### src/rtl/chs_pkg.sv
// ----------------------------------------------------------------------------
// chs_pkg: shared types and constants of the chained hash set
// Widths of the key, node index and bucket index, and the item passed from
// the front end to the back end.
// ----------------------------------------------------------------------------
package chs_pkg;

  localparam int MaxBuckets = 256;
  localparam int PoolNodes  = 1024;
  localparam int KeyBits    = 32;
  localparam int BktW       = $clog2(MaxBuckets);
  localparam int NodeW      = $clog2(PoolNodes);
  localparam int CntW       = NodeW + 1;
  localparam int CfgW       = 9;

  localparam logic [1:0] ModeInsert = 2'd0;
  localparam logic [1:0] ModeFind   = 2'd1;
  localparam logic [1:0] ModeClear  = 2'd2;

  typedef struct packed {
    logic [1:0]         mode;
    logic [KeyBits-1:0] key;
    logic [BktW-1:0]    bucket;
  } item_t;

endpackage

### src/rtl/chs_queue.sv
// ----------------------------------------------------------------------------
// chs_queue: two-entry queue between front and back end
// Lets the front end divide the next key while the back end walks a chain.
// ----------------------------------------------------------------------------
module chs_queue import chs_pkg::*; (
  input  logic  clk_i,
  input  logic  rst_ni,
  input  logic  in_valid_i,
  input  item_t in_item_i,
  output logic  in_ready_o,
  output logic  out_valid_o,
  output item_t out_item_o,
  input  logic  out_ready_i
);

  item_t       mem_q [2];
  logic        wp_q, rp_q;
  logic [1:0]  cnt_q;
  logic        push, pop;

  assign in_ready_o  = (cnt_q != 2'd2);
  assign out_valid_o = (cnt_q != 2'd0);
  assign out_item_o  = mem_q[rp_q];
  assign push = in_valid_i && in_ready_o;
  assign pop  = out_valid_o && out_ready_i;

  always_ff @(posedge clk_i) begin
    if (push) mem_q[wp_q] <= in_item_i;
  end

  always_ff @(posedge clk_i or negedge rst_ni) begin
    if (!rst_ni) begin
      wp_q  <= 1'b0;
      rp_q  <= 1'b0;
      cnt_q <= '0;
    end else begin
      if (push) wp_q <= ~wp_q;
      if (pop) rp_q <= ~rp_q;
      cnt_q <= cnt_q + {1'b0, push} - {1'b0, pop};
    end
  end

endmodule

### config.mk
export PLATFORM = sky130hd
export DESIGN_NAME = chs_queue
export DESIGN_NICKNAME = d
export VERILOG_FILES = /design/src/rtl/chs_pkg.sv /design/src/rtl/chs_queue.sv
export SDC_FILE = /design/constraint.sdc
export NUM_CORES = 1
export LEC_CHECK = 0
export BUFFER_PORTS_ARGS = -buffer_cell sky130_fd_sc_hd__buf_4
export CAP_MARGIN = 25
export CORE_ASPECT_RATIO = 1.2
export CORE_MARGIN = 2
export CORE_UTILIZATION = 52
export DETAILED_ROUTE_END_ITERATION = 7
export GPL_TIMING_DRIVEN = 0
export PLACE_DENSITY = 0.79
export SKIP_CTS_REPAIR_TIMING = 1
export SLEW_MARGIN = 20
export SYNTH_ARGS = -nofsm -noshare
export SYNTH_HDL_FRONTEND = slang
export SYNTH_SLANG_ARGS = --single-unit
### constraint.sdc
create_clock -name clk_i -period 3.01 [get_ports clk_i]
set_input_delay 0.7525 -clock clk_i [delete_from_list [all_inputs] [get_ports clk_i]]
set_output_delay 0.7525 -clock clk_i [all_outputs]
set_load 0.02 [all_outputs]
==> results.json <==
{
  "p_leak_nw": 1.80,
  "nets": 298,
  "synth.most_common_cell": "edfxtp_1",
  "io_pins": 90,
  "arrival_ns": 1.49,
  "syn-cell-area_um2": 3400,
  "max_stage_delay_ns": 0.35,
  "clock-sinks": 88,
  "p_clk_share_pct": 21.0,
  "synth_cell_type_count": 15,
  "port_buffers": 89,
  "fin_cells": 340,
  "use_met2_pct": 30.0,
  "path_class": "register to primary output",
  "crit_path_end_kind": "primary output",
  "coreArea_um2": 6370,
  "clock_latency_ns": 0.33,
  "synth-seq-cells": 88,
  "placementRows": 32,
  "relSlewSlack_pct": 62.1,
  "grt_max_degree": 27,
  "syn_to_final_growth_pct": 31.7,
  "setup_violations": 0,
  "grt_pass1_vias": 1788,
  "numCtsBuffers": 9,
  "first_iter_violations": 50,
  "p_per_area_nw_per_um2": 1020,
  "cp_cell_sequence": "buf_6, buf_6, mux2_4, buf_4",
  "cp.required_ns": 2.26,
  "yosys_warnings": 0,
  "tightestPinTransition_ns": 0.567,
  "cts_tree": "done",
  "finalPower_w": 0.00454,
  "synth_nets": 196,
  "busiest_layer": "met2",
  "r2r_start": "cnt_q[1]",
  "cp-startpoint": "rp_q",
  "synth-seq-area-share_pct": 77.2,
  "start_util_pct": 53.4,
  "dp.cells": 324,
  "power_switching_w": 0.00136,
  "grt_overflow_total": 0,
  "hold_violations": 0,
  "hp-class": "input pin to asynchronous set/reset pin",
  "setup_tns_ns": 0,
  "antenna_found_initial": 0,
  "peakVddDrop_mv": 0.753,
  "crit_top_cell": "buf_6",
  "grt_pass1_wl_mm": 8.36,
  "cap_violations": 0,
  "synthTopCellsByCount": "84 x edfxtp_1, 39 x mux2_4, 5 x buf_6",
  "place_hpwl_mm": 3.87,
  "pwr-share-seq_pct": 38.7,
  "synth-async-reset-ratio_pct": 4.55,
  "status": "complete, no violations",
  "antenna_cells_inserted": 0,
  "path_clk_slew_ns": 0.08,
  "fmax_ghz": 0.446,
  "drc_errors": 0,
  "yosys.area.top_type_share_pct": 74.3,
  "path_delay_family": "buffers and inverters",
  "synth_edf_count": 84,
  "die_area_um2": 7200,
  "wire_per_inst_um": 16.2,
  "place.gp.congestion": 0.687,
  "dr_total_vias": 1675,
  "clockBufferDepth": 2,
  "worstPathBufferInverterCount": 3,
  "cts-htree-levels": 3,
  "wirelength_mm": 5.52,
  "grt_usage_pct": 15.8,
  "cp_max_fo": 10,
  "syn_inst": 148,
  "ys_top_cells_by_area": "edfxtp_1 74%, mux2_4 17%, dfrtp_1 2.9%, buf_6 1.7%, mux2_2 0.99%",
  "start_kind": "register",
  "drive_gt1_share_pct": 61.2,
  "dieWidth_um": 77.8,
  "cp_slowest_cell": "dfrtp_1",
  "power_frac_comb_pct": 40.3,
  "antenna_left": 0,
  "cts-root-buf": "clkbuf_8",
  "slew_viol_final": 0,
  "grtUsageMet1_pct": 16.3,
  "ys.flop_type": "edfxtp_1",
  "synth.avg_cell_area_um2": 23.0,
  "gr-usage-met3_pct": 3.31,
  "netSwitchingFraction_pct": 30.0,
  "firstDrtPassIters": 4,
  "fin_crit_sh_pct": 74.6,
  "internal_power_w": 0.00318,
  "rsz0062_at_grt": "false",
  "skew_ns": 0.00710,
  "period_needed_ns": 2.24,
  "vias_per_cell": 4.93,
  "synth_top_cell_by_area": "edfxtp_1",
  "die_y_um": 92.5
}
per-layer routing:
layer  vias up  routed length (um)
li1        778                   -
met1       844                2050
met3         5                 211
met2        48                3200
met5         -                   0
met4         0                  64
final timing paths:
| kind | endpoint | depth (start not counted) | slack (ns) |
|---|---|---|---|
| min in group clk_i | cnt_q[0] | 1 | 0.54 |
| worst min-delay path | rp_q | 1 | 0.20 |
| worst max-delay path | out_item_o[34] | 4 | 0.77 |
| worst min register to register | cnt_q[0] | 1 | 0.54 |
| worst max register to register | mem_q[0][24] | 4 | 1.26 |
| max in group asynchronous | cnt_q[1] | 1 | 2.70 |
registers in the layout, summed over array words and instances, names as in the netlist:
name	flops
mem_q	84
rp_q	1
wp_q	1
cnt_q	2
area by class of cell:
cell class	count	area, um2
Buffer	5	56.3
Tap cell	85	106
Inverter	1	3.75
Fill cell	426	1890
Clock inverter	5	105
Timing Repair Buffer	91	716
Sequential cell	88	2620
Multi-Input combinational cell	54	723
Clock buffer	11	141
stage by stage:
step	hold WS [ns]	utilization, %	area [um2]	setup WS, ns
floorplan	0.457	-	3400	0.643
global placement	0.496	65.6	4170	0.0181
detailed placement	0.525	66.4	4230	0.947
CTS	0.183	70.3	4470	0.731
global route	0.183	70.3	4470	0.705
finish	0.204	70.3	4470	0.766
kinds of logic after synthesis:
| logic type | count (synthesis) | synth area share, % |
|---|---|---|
| flip-flops | 88 | 77.2 |
| multiplexers | 42 | 18.2 |
| buffers and inverters | 6 | 1.77 |
| AND/OR/NAND/NOR | 6 | 1.03 |
| XOR/XNOR | 4 | 1.03 |
| adder cells (fa/ha/maj) | 2 | 0.737 |
layout by cell type (no fill, tap or decap):
cell and count:
edfxtp_1 84, buf_12 1, clkbuf_8 10, dfrtp_1 4, nand2_1 1, xnor2_1 3, or2_1 1, buf_16 1
ha_1 2, and2_4 1, clkinvlp_4 2, buf_6 5, inv_1 1, nor2_4 1, and3_2 1, xor2_1 1
buf_4 89, bufinv_16 3, nand2b_1 1, clkbuf_1 1, mux2_4 39, mux2_2 3
power groups by stage:
stage / clock, W / combinational [W] / sequential [W]
2_1_floorplan: 0 / 0.00122 / 0.00177
3_3_place_gp: 0 / 0.00177 / 0.00178
3_5_place_dp: 0 / 0.00185 / 0.00179
4_1_cts: 0.000970 / 0.00186 / 0.00176
5_1_grt: 0.00101 / 0.00193 / 0.00179
6_report: 0.000953 / 0.00183 / 0.00176
Note: power is estimated with default switching activity, not from simulation.
