**src/rtl/chs_pkg.sv**
```systemverilog
// ----------------------------------------------------------------------------
// chs_pkg: shared types and constants of the chained hash set
// Widths of the key, node index and bucket index, and the item passed from
// the front end to the back end.
// ----------------------------------------------------------------------------
package chs_pkg;

  localparam int MaxBuckets = 256;
  localparam int PoolNodes  = 1024;
  localparam int KeyBits    = 32;
  localparam int BktW       = $clog2(MaxBuckets);
  localparam int NodeW      = $clog2(PoolNodes);
  localparam int CntW       = NodeW + 1;
  localparam int CfgW       = 9;

  localparam logic [1:0] ModeInsert = 2'd0;
  localparam logic [1:0] ModeFind   = 2'd1;
  localparam logic [1:0] ModeClear  = 2'd2;

  typedef struct packed {
    logic [1:0]         mode;
    logic [KeyBits-1:0] key;
    logic [BktW-1:0]    bucket;
  } item_t;

endpackage

```
**src/rtl/chs_front.sv**
```systemverilog
// ----------------------------------------------------------------------------
// chs_front: item intake and bucket selection
// Takes an item; unless it is a clear, reduces the key modulo the bucket
// count by restoring subtraction, one quotient bit per cycle, then queues it.
// ----------------------------------------------------------------------------
module chs_front import chs_pkg::*; (
  input  logic               clk_i,
  input  logic               rst_ni,
  input  logic               start_i,
  input  logic [1:0]         mode_i,
  input  logic [KeyBits-1:0] key_i,
  input  logic [CfgW-1:0]    bucket_count_i,
  output logic               ready_o,
  output logic               out_valid_o,
  output item_t              out_item_o,
  input  logic               out_ready_i
);

  localparam int StepW = $clog2(KeyBits + 1);

  typedef enum logic [1:0] {FsIdle, FsDiv, FsOut} fstate_e;

  fstate_e            state_q;
  logic [StepW-1:0]   step_q;
  logic [1:0]         mode_q;
  logic [KeyBits-1:0] key_q;
  logic [KeyBits-1:0] quo_q;
  logic [CfgW:0]      rem_q;
  logic [CfgW-1:0]    div_q;
  logic [CfgW:0]      trial;
  logic [CfgW-1:0]    div_sat;

  // Zero acts as one, counts above the bucket array saturate.
  always_comb begin
    div_sat = bucket_count_i;
    if (bucket_count_i == '0) div_sat = CfgW'(1);
    else if (bucket_count_i > CfgW'(MaxBuckets)) div_sat = CfgW'(MaxBuckets);
  end

  assign trial = {rem_q[CfgW-1:0], quo_q[KeyBits-1]};

  always_ff @(posedge clk_i or negedge rst_ni) begin
    if (!rst_ni) begin
      state_q <= FsIdle;
      step_q  <= '0;
    end else begin
      case (state_q)
        FsIdle: begin
          if (start_i) begin
            mode_q  <= mode_i;
            key_q   <= key_i;
            quo_q   <= key_i;
            rem_q   <= '0;
            div_q   <= div_sat;
            step_q  <= '0;
            state_q <= (mode_i == ModeClear) ? FsOut : FsDiv;
          end
        end
        FsDiv: begin
          quo_q <= {quo_q[KeyBits-2:0], 1'b0};
          if (trial >= {1'b0, div_q}) rem_q <= trial - {1'b0, div_q};
          else rem_q <= trial;
          if (step_q == StepW'(KeyBits - 1)) state_q <= FsOut;
          step_q <= step_q + 1'b1;
        end
        FsOut: begin
          if (out_ready_i) state_q <= FsIdle;
        end
        default: state_q <= FsIdle;
      endcase
    end
  end

  assign ready_o          = (state_q == FsIdle);
  assign out_valid_o      = (state_q == FsOut);
  assign out_item_o.mode  = mode_q;
  assign out_item_o.key   = key_q;
  assign out_item_o.bucket = rem_q[BktW-1:0];

endmodule

```
**config.mk**
```make
export PLATFORM = sky130hd
export DESIGN_NAME = chs_front
export DESIGN_NICKNAME = d
export VERILOG_FILES = /design/src/rtl/chs_pkg.sv /design/src/rtl/chs_front.sv
export SDC_FILE = /design/constraint.sdc
export NUM_CORES = 1
export LEC_CHECK = 0
export BUFFER_PORTS_ARGS = -buffer_cell sky130_fd_sc_hd__buf_2
export CELL_PAD_IN_SITES_DETAIL_PLACEMENT = 1
export CELL_PAD_IN_SITES_GLOBAL_PLACEMENT = 1
export CORE_MARGIN = 8
export CORE_UTILIZATION = 42
export DETAILED_ROUTE_END_ITERATION = 10
export HOLD_SLACK_MARGIN = 0.1
export PLACE_DENSITY = 0.78
export SYNTH_ARGS = -nofsm -noshare
export SYNTH_HDL_FRONTEND = slang
export SYNTH_SLANG_ARGS = --single-unit
```
**constraint.sdc**
```tcl
create_clock -name clk_i -period 6 [get_ports clk_i]
set_clock_uncertainty 0.15 [all_clocks]
set_input_delay 0 -clock clk_i [delete_from_list [all_inputs] [get_ports clk_i]]
set_output_delay 0 -clock clk_i [all_outputs]
set_load 0.05 [all_outputs]
```
==> results of run 1 <==
[path summary, 6_finish.rpt]
path,startpoint,endpoint,cells after the start
setup / recovery,quo_q[31]$_DFFE_PP_,rem_q[3]$_SDFFCE_PN0P_,9
hold / removal,key_i[25],key_q[25]$_DFFE_PP_,2
setup reg to reg,quo_q[31]$_DFFE_PP_,rem_q[3]$_SDFFCE_PN0P_,9
hold reg to reg,quo_q[13]$_DFFE_PP_,quo_q[14]$_DFFE_PP_,2
max in group asynchronous,rst_ni,step_q[1]$_DFFE_PN0P_,3
min in group asynchronous,rst_ni,state_q[1]$_DFFE_PN0P_,3
[cells in the mapped netlist, drive strengths merged (2+ instances only)]
cell type / count
nand3: 5
inv: 15
ha: 12
clkbuf: 10
a211o: 3
a21oi: 10
buf: 9
nor3: 9
o211a: 3
a22o: 3
nor2: 11
edfxtp: 84
xnor2: 3
nand2b: 2
nand2: 104
a21o: 6
o31ai: 2
dfrtp: 8
nor4: 2
o21ai: 8
nor2b: 3
mux2i: 3
and2: 9
and3: 3
[logic make-up after synthesis]
| family | after synthesis |
|---|---|
| xor+xnor | 4 |
| flops | 92 |
| simple gates | 154 |
| compound gates | 43 |
| fa+ha+maj | 13 |
| mux | 3 |
| buf+inv | 34 |
[per-stage QoR]
stage | hold slack (ps) | utilization (%)
2_1_floorplan | -446 | -
6_report | 209 | 55.0
4_1_cts | 172 | 55.0
3_3_place_gp | -287 | 48.2
3_5_place_dp | -288 | 48.2
5_1_grt | 198 | 55.0
[routing by layer]
layer | GRT usage (%) | routed length (um)
met1 | 16.2 | 4110
met2 | 29.7 | 5510
met3 | 3.89 | 409
met4 | 7.71 | 232
met5 | 0 | 0
[final cells by class]
| class | instances | area share (%) |
|---|---|---|
| inverters | 15 | 1.06 |
| clock buffers | 9 | 2.34 |
| repair buffers | 139 | 17.8 |
| well taps | 133 | 3.14 |
| flip-flops and latches | 92 | 51.4 |
| multi-input cells | 217 | 23.6 |
| clock inverters | 6 | 0.779 |
[power by group through the flow]
stage | Combinational (mW) | Clock, mW | Sequential (mW)
floorplan | 0.768 | 0 | 1.11
global placement | 1.01 | 0 | 1.06
detailed placement | 1.05 | 0 | 1.07
CTS | 1.08 | 0.391 | 1.05
global route | 1.18 | 0.407 | 1.07
finish | 1.07 | 0.379 | 1.05
[flip-flops by register name, summed over array words and instances, names as in the netlist]
signal and flops:
key_q 32, quo_q 32, div_q 9, rem_q 9
step_q 6, mode_q 2, state_q 2
[worst register-to-register path: cells and delay by family, from the launching register on]
family / cells / cell delay [ps]
buffers and inverters: 2 / 140
flip-flops: 1 / 410
adder cells (fa/ha/maj): 2 / 600
AND/OR/NAND/NOR: 1 / 200
AO/OA/AOI/OAI: 4 / 1230
==> flow_metrics.py, run 1 <==
metrics = {
    "sta": {
        "tns_ps": 0,
        "maxSlewHeadroom_pct": 21.2,
        "hold_viol": 0,
        "rsz0062_at_grt": "no",
        "fmax_ghz": 0.331,
        "worst_pin_slew_ps": 1180,
        "setup_viol": 0,
        "setup_slack_ps": 2980,
        "drv_slew": 0,
        "fin_crit_ps": 3020,
        "period_share_pct": 50.3,
    },
    "synth": {
        "ys_seq_area_share_pct": 66.2,
        "ys_ff_latch": 92,
        "synth-async-reset-ratio_pct": 8.70,
        "syn_nets": 403,
        "netlist_area_um2": 4110,
        "synth-xor-area-share_pct": 0.852,
        "synth_fa_ha_area_share_pct": 4.14,
        "yosys.area.top_type_share_pct": 61.4,
        "ys_types": 44,
        "synthFlopType": "edfxtp_1",
        "synth_top_family_by_area": "simple AND/OR/NAND/NOR gates",
        "synth.area.top_cells": "edfxtp_1 (61%), nand2_1 (9.5%), dfrtp_1 (4.9%)",
        "synth_compound_area_share_pct": 7.73,
        "yosysWarnings": 0,
        "yosysTopAreaCell": "edfxtp_1",
        "synth-simple-area-share_pct": 16.5,
        "synth-edff-count": 84,
        "synth_mux_area_share_pct": 0.730,
        "syn_avg_cell_area_um2": 12.0,
        "synthCells": 343,
    },
    "drt": {
        "postRouteAntennaNets": 0,
        "routedWlPerCell_um": 16.8,
        "dr.first_iter.drc_count": 78,
        "viasPerCell": 4.88,
        "firstDrtPassIters": 4,
        "vias": 2980,
        "route.detailed.drc": 0,
        "routed_wirelength_mm": 10.3,
    },
    "clocking": {
        "clk_pin_slew_ps": 100,
        "numCtsBuffers": 9,
        "cts_max_level": 3,
        "cts_sinks": 92,
        "cts_buffer_depth": 2,
        "post_cts_resized": 0,
        "cts_tree": "yes",
        "clockRootBuffer": "clkbuf_8",
        "cts.hold.buffers_added": 49,
        "clk_latency_ps": 360,
        "post_cts_buffers": 0,
    },
    "placement": {
        "place.gp.congestion": 0.829,
        "portBuffers": 90,
        "dp_cells": 547,
        "dp.final_hpwl_mm": 6.47,
        "place_area_um2": 4640,
        "post-place-ws_ps": 3000,
    },
    "final_layout": {
        "final_net_count": 534,
        "final_area_um2": 5300,
        "most-common-layout-cells": "nand2_1 (104), buf_2 (90), edfxtp_1 (84)",
        "fillers": 1085,
        "multi_input_area_um2": 1250,
        "synthToLayoutAreaGrowth_pct": 28.9,
        "fin_cells": 611,
        "seq_area_um2": 2720,
        "n_antenna_cell": 0,
        "drive_gt1_share_pct": 24.1,
        "final_common_cell": "nand2_1",
    },
    "worst_setup_path": {
        "path_cells": "inv_1 -> ha_1 -> inv_1 -> fa_1 -> a211o_1 -> a221o_2 -> a211oi_4 -> or3b_2 -> a21oi_1",
        "startpoint_type": "flop",
        "cp_data_required_time_ps": 5920,
        "r2r_slack_ps": 2980,
        "crit_top_cell": "inv_1",
        "critPathKind": "reg2reg",
        "cpMaxStageDelayCell": "edfxtp_1",
        "critical_path.top_delay_family": "compound AO/OA/AOI/OAI gates",
        "cpPeakStageDelay_ps": 410,
        "end_kind": "flop",
        "path_max_fanout": 8,
        "path_buf_inv": 2,
        "cp.arrival_ps": 2940,
    },
    "outcome": {
        "outcome": "completed",
    },
    "power": {
        "ir_drop_mv": 0.199,
        "seq_power_share_pct": 42.1,
        "power_density_nw_per_um2": 471,
        "power_mw": 2.50,
        "clockPowerShare_pct": 15.2,
        "p_int_mw": 1.46,
        "swShare_pct": 41.7,
        "p_leak_nw": 2.30,
        "power_switching_mw": 1.04,
        "p_comb_share_pct": 42.7,
    },
    "floorplanning": {
        "coreArea_um2": 9640,
        "boundaryPins": 91,
        "start_util_pct": 42.7,
        "die_area_um2": 13200,
        "dieHeight_um": 115,
        "die_w_um": 115,
        "rows": 36,
    },
    "global_routing": {
        "grt_pass1_wl_mm": 16.1,
        "grtUsageTotal_pct": 15.9,
        "overflow": 0,
        "first_global_vias": 3320,
        "antenna_found_initial": 0,
        "grt_start_max_net_pins": 44,
    },
    "hold_path": {
        "hold_class": "in2reg",
    },
    "run": {
        "drv_cap": 0,
    },
}
No activity file was read; power rests on OpenSTA's default activity.
==> run 2: changes to the inputs <==
Settings changed: CORE_UTILIZATION 42 to 38, PLACE_DENSITY 0.78 to 0.75.
Clock period 6 ns to 2.5 ns, I/O delays scaled along.
==> run 2 against run 1 <==
Against the previous run:
- the run now ends with setup timing left
- power rose to 2.6 times the previous value
- critical path depth rose by 1
- highest routed layer unchanged
- setup slack got worse by 3200 ps
- maximum frequency is 9.9% higher
- first-iteration DRC count increased by 12%
- sequential share of layout area is 2.4 points lower
- sequential power increased by 140%
==> flow_metrics.py, run 2 (synthesized netlist as in run 1, its figures left out) <==
metrics = {
    "drt": {
        "postRouteAntennaNets": 0,
        "routed_wirelength_mm": 10.4,
        "routedWlPerCell_um": 16.1,
        "route.detailed.drc": 0,
        "vias": 3096,
        "firstDrtPassIters": 5,
        "dr.first_iter.drc_count": 87,
        "viasPerCell": 4.80,
    },
    "sta": {
        "period_share_pct": 110,
        "drv_slew": 0,
        "setup_slack_ps": -246,
        "fmax_ghz": 0.364,
        "rsz0062_at_grt": "yes",
        "maxSlewHeadroom_pct": 17.0,
        "hold_viol": 0,
        "worst_pin_slew_ps": 1240,
        "setup_viol": 9,
        "fin_crit_ps": 2750,
    },
    "hold_path": {
        "hold_end": "key_q[4]$_DFFE_PP_",
        "hold_class": "in2reg",
        "holdPathStages": 2,
        "hp-start": "key_i[4]",
    },
    "worst_setup_path": {
        "r2r_cells": 10,
        "cpPeakStageDelay_ps": 400,
        "cp.arrival_ps": 2810,
        "path_buf_inv": 3,
        "crit_cells": 10,
        "path_cells": "inv_1 -> ha_2 -> inv_2 -> fa_2 -> a211o_1 -> a221o_2 -> a211oi_4 -> buf_4 -> nand2_2 -> a21oi_2",
        "r2r_slack_ps": -250,
        "cpMaxStageDelayCell": "edfxtp_1",
        "startpoint_type": "flop",
        "path_max_fanout": 5,
        "critPathKind": "reg2reg",
        "r2r_end": "rem_q[7]$_SDFFCE_PN0P_",
        "critical_path.top_delay_family": "compound AO/OA/AOI/OAI gates",
        "r2r_start": "quo_q[31]$_DFFE_PP_",
        "cp_data_required_time_ps": 2570,
        "end_kind": "flop",
    },
    "floorplanning": {
        "rows": 38,
        "die_area_um2": 14400,
        "die_w_um": 120,
        "start_util_pct": 38.4,
        "boundaryPins": 91,
        "coreArea_um2": 10700,
        "dieHeight_um": 120,
    },
    "outcome": {
        "failed_checks": "setup timing",
        "outcome": "finished with violations",
    },
    "placement": {
        "post-place-ws_ps": -269,
        "place.gp.congestion": 0.832,
        "place_area_um2": 4820,
        "dp.final_hpwl_mm": 7.13,
        "portBuffers": 90,
    },
    "global_routing": {
        "antenna_found_initial": 0,
        "grt_pass1_wl_mm": 16.8,
        "grtUsageTotal_pct": 14.7,
        "overflow": 0,
        "grt_start_max_net_pins": 42,
        "first_global_vias": 3440,
    },
    "final_layout": {
        "final_net_count": 561,
        "top_regs": "key_q (32), quo_q (32)",
        "synthToLayoutAreaGrowth_pct": 35.3,
        "drive_gt1_share_pct": 29.7,
        "most-common-layout-cells": "nand2_1 (102), buf_2 (90), edfxtp_1 (84)",
        "final_common_cell": "nand2_1",
        "final_area_um2": 5560,
        "fillers": 1165,
        "postLayoutCoreUtil_pct": 52.0,
        "n_antenna_cell": 0,
    },
    "power": {
        "ir_drop_mv": 0.509,
        "power_density_nw_per_um2": 1160,
        "p_leak_nw": 2.45,
    },
    "clocking": {
        "cts_buffer_depth": 2,
        "clk_pin_slew_ps": 90,
        "clockRootBuffer": "clkbuf_8",
        "cts_max_level": 3,
        "cts_tree": "yes",
        "numCtsBuffers": 9,
        "clk_latency_ps": 360,
        "cts_sinks": 92,
    },
    "run": {
        "drv_cap": 0,
    },
}
## run 2: cell types whose count changed in the layout (fill, tap and decap cells not counted), moves of 2 or more
cell	previous run	this run
a21oi_2	0	2
nand2_1	104	102
a21oi_1	10	8
buf_4	0	27
nand2_2	0	2
## run 2: area by class of cell
cell class / count / area [um^2] / share of cell area [%]
Clock buffer: 9 / 124 / 2.23
Tap cell: 140 / 175 / 3.15
Timing Repair Buffer: 166 / 1140 / 20.6
Multi-Input combinational cell: 217 / 1280 / 22.9
Clock inverter: 6 / 63.8 / 1.15
Inverter: 15 / 56.3 / 1.01
Sequential cell: 92 / 2720 / 49.0
## run 2: how the worst max path moves through the flow
stage,start,to,slack [ps]
6_report,quo_q[31]$_DFFE_PP_,rem_q[7]$_SDFFCE_PN0P_,-250
5_1_grt,quo_q[31]$_DFFE_PP_,rem_q[2]$_SDFFCE_PN0P_,-320
4_1_cts,quo_q[31]$_DFFE_PP_,rem_q[1]$_SDFFCE_PN0P_,-250
3_5_place_dp,quo_q[31]$_DFFE_PP_,rem_q[2]$_SDFFCE_PN0P_,-270
3_3_place_gp,quo_q[31]$_DFFE_PP_,rem_q[0]$_SDFFCE_PN0P_,-190
2_1_floorplan,quo_q[31]$_DFFE_PP_,rem_q[1]$_SDFFCE_PN0P_,-140
## run 2: where the power goes
part | total [mW] | switching (mW) | internal [mW] | leakage [nW]
sequential | 2.48 | 0.177 | 2.31 | 0.893
combinational | 2.99 | 1.89 | 1.10 | 1.46
clock | 0.992 | 0.533 | 0.459 | 0.0935
## run 2: stage by stage
stage | hold WS [ps] | power (mW) | TNS [ps] | cells
floorplan | -446 | 4.50 | -866 | 343
global placement | -288 | 5.22 | -1150 | 576
detailed placement | -282 | 5.36 | -2120 | 576
CTS | 187 | 6.48 | -1870 | 642
global route | 200 | 6.88 | -2670 | 645
finish | 215 | 6.47 | -1990 | 645
## run 2: per-layer routing
layer	routed length [um]	GRT usage [%]
met3	462	3.80
met4	116	4.92
met5	0	0
met2	5440	26.2
met1	4390	16.6
## run 2: repair_timing
| action | 4_1_cts | 5_1_grt |
|---|---|---|
| endpoints found under the hold margin | 89 | 0 |
| resized for setup | 5 | 2 |
| setup endpoints to repair | 9 | 9 |
| hold buffers | 49 | 0 |
| setup buffers | 2 | 3 |
| pin swaps | 5 | 4 |
==> run 3: changes to the inputs <==
Settings changed: ABC_AREA set to 1, PLACE_DENSITY 0.75 to 0.76.
==> run 3 against run 2 <==
Against the previous run:
- the run now ends clean
- via count is 5.3% higher
- synthesized cell count rose by 21%
- first-iteration DRC count grew 49%
- highest routed layer unchanged
- sequential power fell by 7%
==> flow_metrics.py, run 3 <==
metrics = {
    "global_routing": {
        "grtUsageTotal_pct": 15.4,
        "grt_start_max_net_pins": 44,
        "grt_pass1_wl_mm": 17.9,
        "overflow": 0,
        "first_global_vias": 3641,
        "antenna_found_initial": 0,
    },
    "floorplanning": {
        "rows": 38,
        "die_w_um": 122,
        "boundaryPins": 91,
        "die_area_um2": 14900,
        "dieHeight_um": 122,
        "coreArea_um2": 10900,
        "start_util_pct": 39.2,
    },
    "worst_setup_path": {
        "end_kind": "flop",
        "critical_path.top_delay_family": "simple AND/OR/NAND/NOR gates",
        "cp.arrival_ps": 2190,
        "critPathKind": "reg2reg",
        "cpMaxStageDelayCell": "fa_1",
        "r2r_start": "quo_q[31]$_DFFE_PP_",
        "path_buf_inv": 2,
        "crit_cells": 12,
        "crit_top_cell": "nand2_2",
        "cp_data_required_time_ps": 2450,
        "path_max_fanout": 9,
        "setup.worst_path.start": "quo_q[31]$_DFFE_PP_",
        "path_cells": "inv_1 -> ha_1 -> inv_1 -> fa_1 -> nand2_1 -> nand2_2 -> nand3_2 -> nand2_2 -> nand2_4 -> nand2_2 -> nor2_1 -> nor2_1",
        "startpoint_type": "flop",
        "cpPeakStageDelay_ps": 410,
        "r2r_cells": 12,
    },
    "power": {
        "power_density_nw_per_um2": 1050,
        "power_switching_mw": 2.28,
        "p_leak_nw": 2.63,
        "ir_drop_mv": 0.514,
        "p_comb_share_pct": 37.6,
        "clockPowerShare_pct": 23.6,
        "swShare_pct": 38.3,
        "seq_power_share_pct": 38.8,
        "p_int_mw": 3.68,
    },
    "sta": {
        "fmax_ghz": 0.446,
        "fin_crit_ps": 2240,
        "worst_pin_slew_ps": 734,
        "tns_ps": 0,
        "maxSlewHeadroom_pct": 51.0,
        "rsz0062_at_grt": "no",
        "hold_viol": 0,
        "period_share_pct": 89.6,
        "drv_slew": 0,
        "setup_viol": 0,
    },
    "final_layout": {
        "n_antenna_cell": 0,
        "top_regs": "key_q (32), quo_q (32)",
        "final_area_um2": 5690,
        "final_net_count": 616,
        "postLayoutCoreUtil_pct": 52.0,
        "most-common-layout-cells": "nand2_1 (152), buf_2 (90), edfxtp_1 (84)",
        "drive_gt1_share_pct": 24.1,
        "synthToLayoutAreaGrowth_pct": 32.6,
        "final_common_cell": "nand2_1",
        "fillers": 1261,
    },
    "run": {
        "drv_cap": 0,
    },
    "hold_path": {
        "hp-start": "key_i[17]",
        "hold_class": "in2reg",
        "holdPathStages": 2,
    },
    "synth": {
        "ys_seq_area_share_pct": 63.5,
        "ys_types": 32,
        "netlist_area_um2": 4290,
        "synth.area.top_cells": "edfxtp_1 (59%), nand2_1 (13%), dfrtp_1 (4.7%)",
        "ys_ff_latch": 92,
        "yosysWarnings": 0,
        "synth_common_cells": "nand2_1 (152), edfxtp_1 (84), inv_1 (53), nor2_1 (30), ha_1 (12)",
        "syn_nets": 475,
        "synthFlopType": "edfxtp_1",
        "yosysTopAreaCell": "edfxtp_1",
        "syn_avg_cell_area_um2": 10.3,
        "synth-async-reset-ratio_pct": 8.70,
        "yosys.area.top_type_share_pct": 58.8,
        "synthCells": 415,
        "yosysMostFrequentCell": "nand2_1",
        "synth-edff-count": 84,
    },
    "clocking": {
        "cts_buffer_depth": 2,
        "cts_tree": "yes",
        "numCtsBuffers": 9,
        "clk_latency_ps": 340,
        "clockRootBuffer": "clkbuf_16",
        "cts_max_level": 3,
        "clk_pin_slew_ps": 70,
        "cts_sinks": 92,
        "post_cts_resized": 0,
    },
    "drt": {
        "vias": 3259,
        "routed.top_layer": "met4",
        "dr.first_iter.drc_count": 130,
        "postRouteAntennaNets": 0,
        "routed_wirelength_mm": 11.2,
        "met1Wirelength_mm": 4.43,
        "viasPerCell": 4.65,
        "route.detailed.drc": 0,
        "dr_wl_met3_um": 434,
        "firstDrtPassIters": 4,
        "wl_met2_mm": 6.12,
        "routedWlPerCell_um": 16.0,
    },
    "placement": {
        "place.gp.congestion": 0.800,
        "dp.final_hpwl_mm": 7.64,
        "place_area_um2": 4880,
        "portBuffers": 90,
    },
    "outcome": {
        "outcome": "completed",
    },
}
-- run 3: timing repair --
action,in CTS,in global routing
hold buffers,49,0
hold endpoints to repair,89,0
setup buffers,0,0
-- run 3: power by group through the flow --
stage                     sequential, mW  combinational (mW)  clock [mW]
after global placement              2.32                2.07           0
after global routing                2.34                2.49        1.48
after floorplan                     2.49                1.49           0
after CTS                           2.31                2.26        1.43
final                               2.31                2.24        1.41
after detailed placement            2.34                2.18           0
-- run 3: layout make-up --
class | count | area [um^2] | share of cell area, %
Clock buffer | 12 | 267 | 4.69
Inverter | 57 | 216 | 3.81
Timing Repair Buffer | 145 | 986 | 17.3
Sequential cell | 92 | 2720 | 47.9
Tap cell | 140 | 175 | 3.08
Multi-Input combinational cell | 251 | 1270 | 22.4
Clock inverter | 4 | 46.3 | 0.814
-- run 3: final timing paths --
| kind | endpoint | slack (ps) |
|---|---|---|
| max | rem_q[2]$_SDFFCE_PN0P_ | 260 |
| min | key_q[17]$_DFFE_PP_ | 230 |
| max reg2reg | rem_q[2]$_SDFFCE_PN0P_ | 260 |
| min reg2reg | quo_q[2]$_DFFE_PP_ | 360 |
| max in group asynchronous | step_q[3]$_DFFE_PN0P_ | 1410 |
| min in group asynchronous | step_q[2]$_DFFE_PN0P_ | 520 |
-- run 3: cell families (layout without fill, tap and decap cells) --
family	count (synthesis)	in the layout	share of synthesized area, %
compound gates	16	16	2.51
simple gates	217	217	21.7
xor+xnor	5	5	1.02
buf+inv	72	218	7.29
fa+ha+maj	13	13	3.97
flops	92	92	63.5
-- run 3: per-stage QoR --
stage          power [mW]  std cells  setup WS [ps]  hold slack, ps
6_report             5.96        701            260             230
2_1_floorplan        3.98        415            134            -446
4_1_cts              6.01        701            243             220
5_1_grt              6.32        701            119             237
3_5_place_dp         4.52        636            261            -285
3_3_place_gp         4.40        636            391            -288
-- run 3: worst reg2reg max path: stages (launching register included) --
cell and delay [ps]:
edfxtp_1 360, inv_1 100, ha_1 160, inv_1 70, fa_1 410, nand2_1 110
nand2_2 80, nand3_2 80, nand2_2 100, nand2_4 140, nand2_2 90, nor2_1 100
nor2_1 60
-- run 3: metal layers --
layer | vias up | GRT usage (%)
li1 | 1611 | -
met4 | 0 | 6.02
met2 | 58 | 28.8
met1 | 1577 | 16.7
met5 | - | 0
met3 | 13 | 3.22
